File: src/design/afr_pkg.sv
`timescale 1ns / 1ps
package afr_pkg;

  localparam int unsigned Depth = 64;
  localparam int unsigned PtrW  = $clog2(Depth);
  localparam int unsigned CntW  = $clog2(Depth + 1);

  localparam int unsigned IdW    = 16;
  localparam int unsigned CostW  = 16;
  localparam int unsigned HeurW  = 10;
  localparam int unsigned CoordW = 2;
  localparam int unsigned PosW   = 7;
  localparam int unsigned StatW  = 2;
  localparam int unsigned FracW  = 8;
  localparam int unsigned FW     = CostW + FracW + 1;

  localparam int unsigned CfgIdxW  = 1;
  localparam int unsigned CfgDataW = CoordW;

  localparam logic [CfgIdxW-1:0] CfgGoalRow = 1'd0;
  localparam logic [CfgIdxW-1:0] CfgGoalCol = 1'd1;

  localparam logic [CoordW-1:0] CoordMax   = 2'd2;
  localparam logic [CoordW-1:0] GoalReset  = 2'd2;

  localparam logic [StatW-1:0] StatusDone  = 2'd0;
  localparam logic [StatW-1:0] StatusEmpty = 2'd1;
  localparam logic [StatW-1:0] StatusFull  = 2'd2;

  localparam logic ActInsert = 1'b0;
  localparam logic ActPop    = 1'b1;

  typedef struct packed {
    logic              action;
    logic [IdW-1:0]    node_id;
    logic              has_parent;
    logic [CostW-1:0]  parent_cost;
    logic [CostW-1:0]  own_cost;
    logic [CoordW-1:0] blank_row;
    logic [CoordW-1:0] blank_col;
  } in_item_t;

  typedef struct packed {
    logic [StatW-1:0] status;
    logic [IdW-1:0]   out_node_id;
    logic [CostW-1:0] out_cost;
    logic [HeurW-1:0] out_heuristic;
    logic [PosW-1:0]  insert_position;
  } out_item_t;

  typedef struct packed {
    logic [IdW-1:0]   id;
    logic [CostW-1:0] cost;
    logic [HeurW-1:0] heur;
  } entry_t;

  typedef struct packed {
    logic   pop;
    entry_t entry;
  } job_t;

  typedef struct packed {
    logic [CntW-1:0] count;
  } ctl_stat_t;

  typedef enum logic [1:0] {
    CtlIdle,
    CtlBack,
    CtlPlace,
    CtlPop
  } ctl_state_e;

  function automatic logic [CoordW-1:0] clamp_coord(input logic [CoordW-1:0] v);
    return (v > CoordMax) ? CoordMax : v;
  endfunction

  function automatic logic [CoordW-1:0] abs_diff(input logic [CoordW-1:0] a,
                                                 input logic [CoordW-1:0] b);
    return (a > b) ? (a - b) : (b - a);
  endfunction

  function automatic logic [HeurW-1:0] heur_lookup(input logic [CoordW-1:0] dr,
                                                   input logic [CoordW-1:0] dc);
    logic [HeurW-1:0] h;
    unique case ({dr, dc})
      4'b0000: h = 10'd0;
      4'b0001: h = 10'd256;
      4'b0010: h = 10'd512;
      4'b0100: h = 10'd256;
      4'b0101: h = 10'd362;
      4'b0110: h = 10'd572;
      4'b1000: h = 10'd512;
      4'b1001: h = 10'd572;
      4'b1010: h = 10'd724;
      default: h = 10'd0;
    endcase
    return h;
  endfunction

  function automatic logic [FW-1:0] f_value(input entry_t e);
    return FW'({e.cost, {FracW{1'b0}}}) + FW'(e.heur);
  endfunction

endpackage

File: src/design/afr_ram.sv
`timescale 1ns / 1ps
module afr_ram #(
  parameter int unsigned Width = 8,
  parameter int unsigned Depth = 64,
  localparam int unsigned AddrW = $clog2(Depth)
) (
  input  logic             clk_i,
  input  logic             wr_en_i,
  input  logic [AddrW-1:0] wr_addr_i,
  input  logic [Width-1:0] wr_data_i,
  input  logic             rd_en_i,
  input  logic [AddrW-1:0] rd_addr_i,
  output logic [Width-1:0] rd_data_o
);

  logic [Width-1:0] mem_q [Depth];
  logic [Width-1:0] rd_data_q;

  always_ff @(posedge clk_i) begin
    if (wr_en_i) begin
      mem_q[wr_addr_i] <= wr_data_i;
    end
    if (rd_en_i) begin
      rd_data_q <= mem_q[rd_addr_i];
    end
  end

  assign rd_data_o = rd_data_q;

endmodule

File: src/design/afr_ctrl.sv
`timescale 1ns / 1ps
module afr_ctrl import afr_pkg::*; (
  input  logic            clk_i,
  input  logic            rst_ni,
  input  logic            job_valid_i,
  input  job_t            job_i,
  output logic            job_stall_o,
  output logic            out_valid_o,
  output out_item_t       out_o,
  input  logic            out_stall_i,
  output logic            rd_en_o,
  output logic [PtrW-1:0] rd_addr_o,
  input  entry_t          rd_data_i,
  output logic            wr_en_o,
  output logic [PtrW-1:0] wr_addr_o,
  output entry_t          wr_data_o,
  output ctl_stat_t       stat_o
);

  function automatic logic [PtrW-1:0] phys(input logic [PtrW-1:0] head,
                                           input logic [CntW-1:0] idx);
    logic [CntW:0] sum;
    sum = (CntW+1)'(head) + (CntW+1)'(idx);
    if (sum >= (CntW+1)'(Depth)) begin
      sum = sum - (CntW+1)'(Depth);
    end
    return sum[PtrW-1:0];
  endfunction

  ctl_state_e      state_q, state_d;
  logic [PtrW-1:0] head_q, head_d;
  logic [CntW-1:0] count_q, count_d;
  logic [CntW-1:0] nxt_q, nxt_d;
  logic [CntW-1:0] cur_q, cur_d;
  logic [CntW-1:0] place_q, place_d;
  logic            more_q, more_d;
  logic            rd_valid_q, rd_valid_d;
  entry_t          new_q, new_d;
  logic [FW-1:0]   fnew_q, fnew_d;
  logic            out_valid_q, out_valid_d;
  out_item_t       out_q, out_d;
  logic            load_ok;
  logic            job_fire;
  logic            entry_ge;

  assign load_ok     = !out_valid_q || !out_stall_i;
  assign job_stall_o = (state_q != CtlIdle) || !load_ok;
  assign job_fire    = job_valid_i && !job_stall_o;
  assign entry_ge    = f_value(rd_data_i) >= fnew_q;

  always_comb begin
    state_d    = state_q;
    head_d     = head_q;
    count_d    = count_q;
    nxt_d      = nxt_q;
    cur_d      = cur_q;
    place_d    = place_q;
    more_d     = more_q;
    rd_valid_d = rd_valid_q;
    new_d      = new_q;
    fnew_d     = fnew_q;
    out_d      = out_q;
    out_valid_d = out_valid_q && out_stall_i;
    rd_en_o    = 1'b0;
    rd_addr_o  = phys(head_q, nxt_q);
    wr_en_o    = 1'b0;
    wr_addr_o  = phys(head_q, cur_q + CntW'(1));
    wr_data_o  = rd_data_i;

    unique case (state_q)
      CtlIdle: begin
        if (job_fire) begin
          if (job_i.pop == ActPop) begin
            if (count_q == '0) begin
              out_valid_d = 1'b1;
              out_d = '{status: StatusEmpty, out_node_id: '0, out_cost: '0,
                        out_heuristic: '0, insert_position: '0};
            end else begin
              rd_en_o   = 1'b1;
              rd_addr_o = head_q;
              state_d   = CtlPop;
            end
          end else begin
            new_d  = job_i.entry;
            fnew_d = f_value(job_i.entry);
            if (count_q == CntW'(Depth)) begin
              out_valid_d = 1'b1;
              out_d = '{status: StatusFull, out_node_id: job_i.entry.id,
                        out_cost: job_i.entry.cost, out_heuristic: job_i.entry.heur,
                        insert_position: '0};
            end else if (count_q == '0) begin
              place_d = '0;
              state_d = CtlPlace;
            end else begin
              nxt_d      = count_q - CntW'(1);
              more_d     = 1'b1;
              rd_valid_d = 1'b0;
              state_d    = CtlBack;
            end
          end
        end
      end
      CtlBack: begin
        if (more_q) begin
          rd_en_o    = 1'b1;
          cur_d      = nxt_q;
          rd_valid_d = 1'b1;
          if (nxt_q == '0) begin
            more_d = 1'b0;
          end else begin
            nxt_d = nxt_q - CntW'(1);
          end
        end
        if (rd_valid_q) begin
          if (entry_ge) begin
            wr_en_o = 1'b1;
            if (cur_q == '0) begin
              place_d = '0;
              state_d = CtlPlace;
            end
          end else begin
            place_d = cur_q + CntW'(1);
            state_d = CtlPlace;
          end
        end
      end
      CtlPlace: begin
        if (load_ok) begin
          wr_en_o     = 1'b1;
          wr_addr_o   = phys(head_q, place_q);
          wr_data_o   = new_q;
          count_d     = count_q + CntW'(1);
          out_valid_d = 1'b1;
          out_d = '{status: StatusDone, out_node_id: new_q.id, out_cost: new_q.cost,
                    out_heuristic: new_q.heur, insert_position: PosW'(place_q)};
          state_d = CtlIdle;
        end
      end
      CtlPop: begin
        if (load_ok) begin
          head_d      = (head_q == PtrW'(Depth - 1)) ? '0 : head_q + PtrW'(1);
          count_d     = count_q - CntW'(1);
          out_valid_d = 1'b1;
          out_d = '{status: StatusDone, out_node_id: rd_data_i.id,
                    out_cost: rd_data_i.cost, out_heuristic: rd_data_i.heur,
                    insert_position: '0};
          state_d = CtlIdle;
        end
      end
      default: state_d = CtlIdle;
    endcase
  end

  always_ff @(posedge clk_i or negedge rst_ni) begin
    if (!rst_ni) begin
      state_q     <= CtlIdle;
      head_q      <= '0;
      count_q     <= '0;
      more_q      <= 1'b0;
      rd_valid_q  <= 1'b0;
      out_valid_q <= 1'b0;
    end else begin
      state_q     <= state_d;
      head_q      <= head_d;
      count_q     <= count_d;
      more_q      <= more_d;
      rd_valid_q  <= rd_valid_d;
      out_valid_q <= out_valid_d;
    end
  end

  always_ff @(posedge clk_i) begin
    nxt_q   <= nxt_d;
    cur_q   <= cur_d;
    place_q <= place_d;
    new_q   <= new_d;
    fnew_q  <= fnew_d;
    out_q   <= out_d;
  end

  assign out_valid_o  = out_valid_q;
  assign out_o        = out_q;
  assign stat_o.count = count_q;

endmodule

File: src/design/astar_sorted_frontier.sv
`timescale 1ns / 1ps
// Sorted A* open list, ordered by f = cost * 256 + heuristic, smallest first.
// Input channel in_valid_i / in_stall_o carries one in_item_t per transfer:
// action insert builds the cost (parent cost + 1, saturating, or own cost) and
// the Euclidean heuristic to the goal blank, then stores the node ahead of the
// first entry with an equal or greater f; action pop takes the front entry.
// Output channel out_valid_o / out_stall_i returns exactly one out_item_t per
// input transfer, in order, from an output register.
// A pop reads the front entry and returns it; a pop on an empty list or an
// insert into a full list only returns a status, and an insert into an empty
// list goes straight to the front. Any other insert walks the list from its
// tail, reading one entry and moving it up one slot per cycle through the
// single entry RAM and one f comparator, up to a smaller f or the front.
// The result is visible the cycle after the last step. A stalled result holds;
// the block accepts a new transfer while the result register is being emptied,
// and stalls its input while that result waits.
// Reset empties the list and sets both goal registers to 2; no clearing pass.
// cfg_we_i writes goal row (index 0) or goal column (index 1); the user must
// do so only while idle, as the block itself does not enforce it.
module astar_sorted_frontier import afr_pkg::*; (
  input  logic                clk_i,
  input  logic                rst_ni,
  input  logic                in_valid_i,
  output logic                in_stall_o,
  input  in_item_t            in_data_i,
  output logic                out_valid_o,
  input  logic                out_stall_i,
  output out_item_t           out_data_o,
  input  logic                cfg_we_i,
  input  logic [CfgIdxW-1:0]  cfg_idx_i,
  input  logic [CfgDataW-1:0] cfg_wdata_i
);

  logic [CoordW-1:0] goal_row_q, goal_row_d;
  logic [CoordW-1:0] goal_col_q, goal_col_d;
  job_t              job;
  logic [CostW-1:0]  cost;
  logic              rd_en;
  logic [PtrW-1:0]   rd_addr;
  entry_t            rd_data;
  logic              wr_en;
  logic [PtrW-1:0]   wr_addr;
  entry_t            wr_data;
  ctl_stat_t         stat;

  always_comb begin
    goal_row_d = goal_row_q;
    goal_col_d = goal_col_q;
    if (cfg_we_i) begin
      unique case (cfg_idx_i)
        CfgGoalRow: goal_row_d = cfg_wdata_i;
        CfgGoalCol: goal_col_d = cfg_wdata_i;
        default: ;
      endcase
    end
  end

  always_ff @(posedge clk_i or negedge rst_ni) begin
    if (!rst_ni) begin
      goal_row_q <= GoalReset;
      goal_col_q <= GoalReset;
    end else begin
      goal_row_q <= goal_row_d;
      goal_col_q <= goal_col_d;
    end
  end

  always_comb begin
    if (in_data_i.has_parent) begin
      cost = (in_data_i.parent_cost == '1) ? '1 : in_data_i.parent_cost + CostW'(1);
    end else begin
      cost = in_data_i.own_cost;
    end
    job.pop        = in_data_i.action;
    job.entry.id   = in_data_i.node_id;
    job.entry.cost = cost;
    job.entry.heur = heur_lookup(
        abs_diff(clamp_coord(in_data_i.blank_row), clamp_coord(goal_row_q)),
        abs_diff(clamp_coord(in_data_i.blank_col), clamp_coord(goal_col_q)));
  end

  afr_ctrl u_ctrl (
    .clk_i       (clk_i),
    .rst_ni      (rst_ni),
    .job_valid_i (in_valid_i),
    .job_i       (job),
    .job_stall_o (in_stall_o),
    .out_valid_o (out_valid_o),
    .out_o       (out_data_o),
    .out_stall_i (out_stall_i),
    .rd_en_o     (rd_en),
    .rd_addr_o   (rd_addr),
    .rd_data_i   (rd_data),
    .wr_en_o     (wr_en),
    .wr_addr_o   (wr_addr),
    .wr_data_o   (wr_data),
    .stat_o      (stat)
  );

  afr_ram #(
    .Width ($bits(entry_t)),
    .Depth (Depth)
  ) u_ram (
    .clk_i     (clk_i),
    .wr_en_i   (wr_en),
    .wr_addr_i (wr_addr),
    .wr_data_i (wr_data),
    .rd_en_i   (rd_en),
    .rd_addr_i (rd_addr),
    .rd_data_o (rd_data)
  );

  assert property (@(posedge clk_i) disable iff (!rst_ni)
      stat.count <= CntW'(Depth))
    else $error("entry count beyond list depth");

  assert property (@(posedge clk_i) disable iff (!rst_ni)
      (out_valid_o && out_data_o.status == StatusFull) |-> stat.count == CntW'(Depth))
    else $error("full status while list has room");

  assert property (@(posedge clk_i) disable iff (!rst_ni)
      (out_valid_o && out_data_o.status == StatusEmpty) |-> stat.count == '0)
    else $error("empty status while list holds entries");

  assert property (@(posedge clk_i) disable iff (!rst_ni)
      (out_valid_o && out_data_o.status == StatusDone && out_data_o.insert_position != '0)
      |-> stat.count > CntW'(1))
    else $error("insert position past list tail");

endmodule
File: config.mk
export PLATFORM = sky130hd
export DESIGN_NAME = astar_sorted_frontier
export DESIGN_NICKNAME = d
export VERILOG_FILES = /design/src/design/afr_pkg.sv /design/src/design/afr_ram.sv /design/src/design/afr_ctrl.sv /design/src/design/astar_sorted_frontier.sv
export SDC_FILE = /design/constraint.sdc
export NUM_CORES = 2
export LEC_CHECK = 0
export ABC_AREA = 0
export CORE_MARGIN = 4
export CORE_UTILIZATION = 63
export CTS_CLUSTER_SIZE = 25
export DETAILED_ROUTE_END_ITERATION = 12
export DONT_BUFFER_PORTS = 1
export PLACE_DENSITY_LB_ADDON = 0.05
export SLEW_MARGIN = 0
export SYNTH_ARGS = -nofsm -noshare
export SYNTH_HDL_FRONTEND = slang
export SYNTH_SLANG_ARGS = --single-unit
File: constraint.sdc
create_clock -name clk_i -period 8.6 [get_ports clk_i]
set_input_delay 0.43 -clock clk_i [delete_from_list [all_inputs] [get_ports clk_i]]
set_output_delay 0.43 -clock clk_i [all_outputs]
set_load 0.01 [all_outputs]
==> out/summary.txt <==
vias in the first global route: 64700
MaxCap Viol Count: 0
io pins: 115
worst reg2reg endpoint: u_ram.mem_q[12][6]
ranking of synthesized cells by area: edfxtp_1, mux4_2, nand2_1
Hold Vio Cnt, Final: 0
Worst-path clk slew: 60 ps
Post-CTS Setup Bufs: 0
status: completed
gr ovfl total: 0
crit-path cells: ha_1 > inv_1 > fa_1 > nor2b_1 > nor2b_1 > nand4_1 > nor2_1 > xor2_1 > ha_1 > a21o_1 > a21o_1 > a21oi_1 > o21ai_0 > inv_1 > a21oi_1 > o221ai_4 > buf_4 > nor2_4 > buf_4
Critical Path Max Stage Delay: 880 ps
GP Congestion: 0.851
Post-Syn Instances: 7304
Reg-to-Reg Start: u_ram.rd_data_o[8]
Worst Hold Class: in2reg
H-tree levels: 5
Req. time, crit path: 9110 ps
top cell type by total area after synthesis: edfxtp_1
hold depth: 3
Syn Std Cell Area: 114000 sq um
Layout area overhead: 11.7%
CTS tree: done
Netlist cell types: 71
GRT Total Usage: 0.352
design area: 127000 sq um
max-slew violations: 0
DR WL/cell: 32.8 um
Detailed Place HPWL: 185 mm
row count: 155
Setup WS post-layout: 2640 ps
Num CTS Buffers: 303
vias: 67700
CP arrival: 6470 ps
Iteration-0 DRC Markers: 11400
Reg area: 86400 sq um
CP startpoint kind: flip-flop
mux cell area share after synthesis: 0.0690
placed cells: 9440
worst-margin pin slew: 1290 ps
Filler cells: 11400
area of the core: 179000 sq um
Final Cycle Share: 0.692
final wirelength: 328 mm
Mean Syn Cell Area: 15.6 sq um
Max-slew headroom: 0.140
post-route ant nets: 0
RSZ-0062 raised after global routing: false
first-pass GRT wire length: 467 mm
die width: 433 um
Synth Flop Type: edfxtp_1
worst hold endpoint: u_ctrl.fnew_q[20]
Tmin final: 5960 ps
clk root buf: clkbuf_16
Critical Path Slowest Stage Cell: nor2_4
area occupied by multi-input gates: 26000 sq um
starting density of the core: 0.636
placed cell area: 118000 sq um
synth warn: 0
largest net degree at the start of global routing: 150
input/output buffers: 0
R2R setup slack: 2640 ps
initial antenna violation count: 12
worst r2r path cells: 19
fin cells: 10000
Clock Latency Late Sink: 930 ps
CTS Buffer Depth: 4
Die Y: 433 um
CTS Sinks: 2880
syn nets: 7438
CP max FO: 32
CP endpoint kind: flip-flop
post-synthesis compound-gate area fraction: 0.0303
async set or reset register ratio after synthesis: 0.00764
simple-gate share of the synthesized area: 0.109
detailed-router iteration count before antenna repair: 11
hold_sp: in_data_i[31]
top-count cell post-synth: edfxtp_1
post-synthesis adder-cell area fraction: 0.00838
main combinational cell family by area after synthesis: simple AND/OR/NAND/NOR gates
number of synthesized register bits: 2880
Setup Crit Path Kind: reg2reg
die area: 188000 sq um
Vias/cell: 6.77
Nets: 7575
Fmax: 168 MHz
layout cell share with drive strength beyond 1: 0.139
Final Setup Violations: 0
sequential fraction of the synthesis area: 0.759
post-synth top area share: 0.754
Commonest cells post-synth: edfxtp_1, nand2_1, nand3_1
XOR/XNOR share of the synthesized area: 0.00516
post-place setup slack: 2790 ps
number of synthesized flops with an enable pin: 2858
setup total negative slack: 0 ps
Clock Skew: 67.1 ps
number of remaining DRC errors: 0
[routing by layer]
layer / vias up / track usage / share of wire
li1: 28100 / - / -
met1: 34400 / 0.499 / 0.37
met2: 4440 / 0.530 / 0.46
met3: 795 / 0.0937 / 0.13
met4: 4 / 0.141 / 0.047
met5: - / 0 / 0.000082
[worst max-delay path, delay by kind of cell, from the launching register on]
family / cells / cell delay (ps)
and+or+nand+nor: 5 / 1810
buffers and inverters: 4 / 1190
AOI/OAI and AO/OA: 6 / 1170
DFF: 1 / 390
xor gates and xnor gates: 1 / 90
adders and majority gates: 3 / 900
[state kept, by name (all words and copies together) (netlist names)]
signal              count
goal_col_q              2
goal_row_q              2
u_ctrl.cur_q            7
u_ctrl.fnew_q          17
u_ctrl.head_q           6
u_ctrl.more_q           1
u_ctrl.new_q           39
u_ctrl.nxt_q            7
u_ctrl.out_o           51
u_ctrl.out_valid_o      1
u_ctrl.place_q          7
u_ctrl.rd_valid_q       1
u_ctrl.stat_o           7
u_ctrl.state_q          2
u_ram.mem_q          2688
u_ram.rd_data_o        42
[timing repair]
| item | 4_1_cts | 5_1_grt |
|---|---|---|
| gates resized for setup | 0 | 0 |
| hold buffers | 51 | 0 |
| hold endpoints to repair | 96 | 0 |
[how the worst max path moves through the flow]
stage	startpoint	endpoint
4_1_cts	u_ram.rd_data_o[8]	u_ram.mem_q[12][35]
3_3_place_gp	u_ram.rd_data_o[8]	u_ram.mem_q[12][18]
2_1_floorplan	u_ram.rd_data_o[8]	u_ram.mem_q[49][0]
3_5_place_dp	u_ram.rd_data_o[8]	u_ram.mem_q[26][14]
6_report	u_ram.rd_data_o[8]	u_ram.mem_q[12][6]
5_1_grt	u_ram.rd_data_o[8]	u_ram.mem_q[12][6]
[cell type report]
class,instances,area share
sequential,2880,0.679
inverter,93,0.00275
multi-input combinational,3900,0.204
antenna,1,0.0000197
tap,2355,0.0232
clock buffer,390,0.0636
timing repair buffer,263,0.0190
clock inverter,120,0.00767
[logic make-up (layout without fill, tap and decap cells)]
group                      Yosys count  count (layout)
muxes                              363             363
adders and majority gates           72              72
AOI/OAI and AO/OA                  526             526
xor gates and xnor gates            67              67
DFF                               2880            2880
buffers and inverters              524             866
and+or+nand+nor                   2872            2872
other                                0               1
[cell usage in the layout, fill, tap and decap left out, types with 25 or more instances in the layout]
master,netlist,routed
nand4_1,187,187
a31oi_1,344,344
ha_1,65,63
clkinv_2,0,36
mux4_2,336,336
clkbuf_16,0,311
buf_12,0,25
clkinv_1,0,55
a222oi_1,25,25
buf_4,7,187
nand3_1,535,535
dlygate4sd3_1,0,51
or4_1,43,43
nand2_1,1895,1870
nor3_2,0,32
xnor2_1,53,53
nor2_1,63,51
inv_1,93,93
o21ai_0,45,39
clkbuf_1,268,79
edfxtp_1,2858,2858
a21oi_1,29,29
[through the flow]
stage | util | hold slack, ps
2_1_floorplan | - | 134
3_3_place_gp | 0.657 | 135
3_5_place_dp | 0.657 | 135
4_1_cts | 0.710 | 2.00
5_1_grt | 0.710 | 50.8
6_report | 0.710 | 66.9
Power is not shown: default switching activity piles up to over one toggle a cycle in this logic, so the estimate is an artifact.
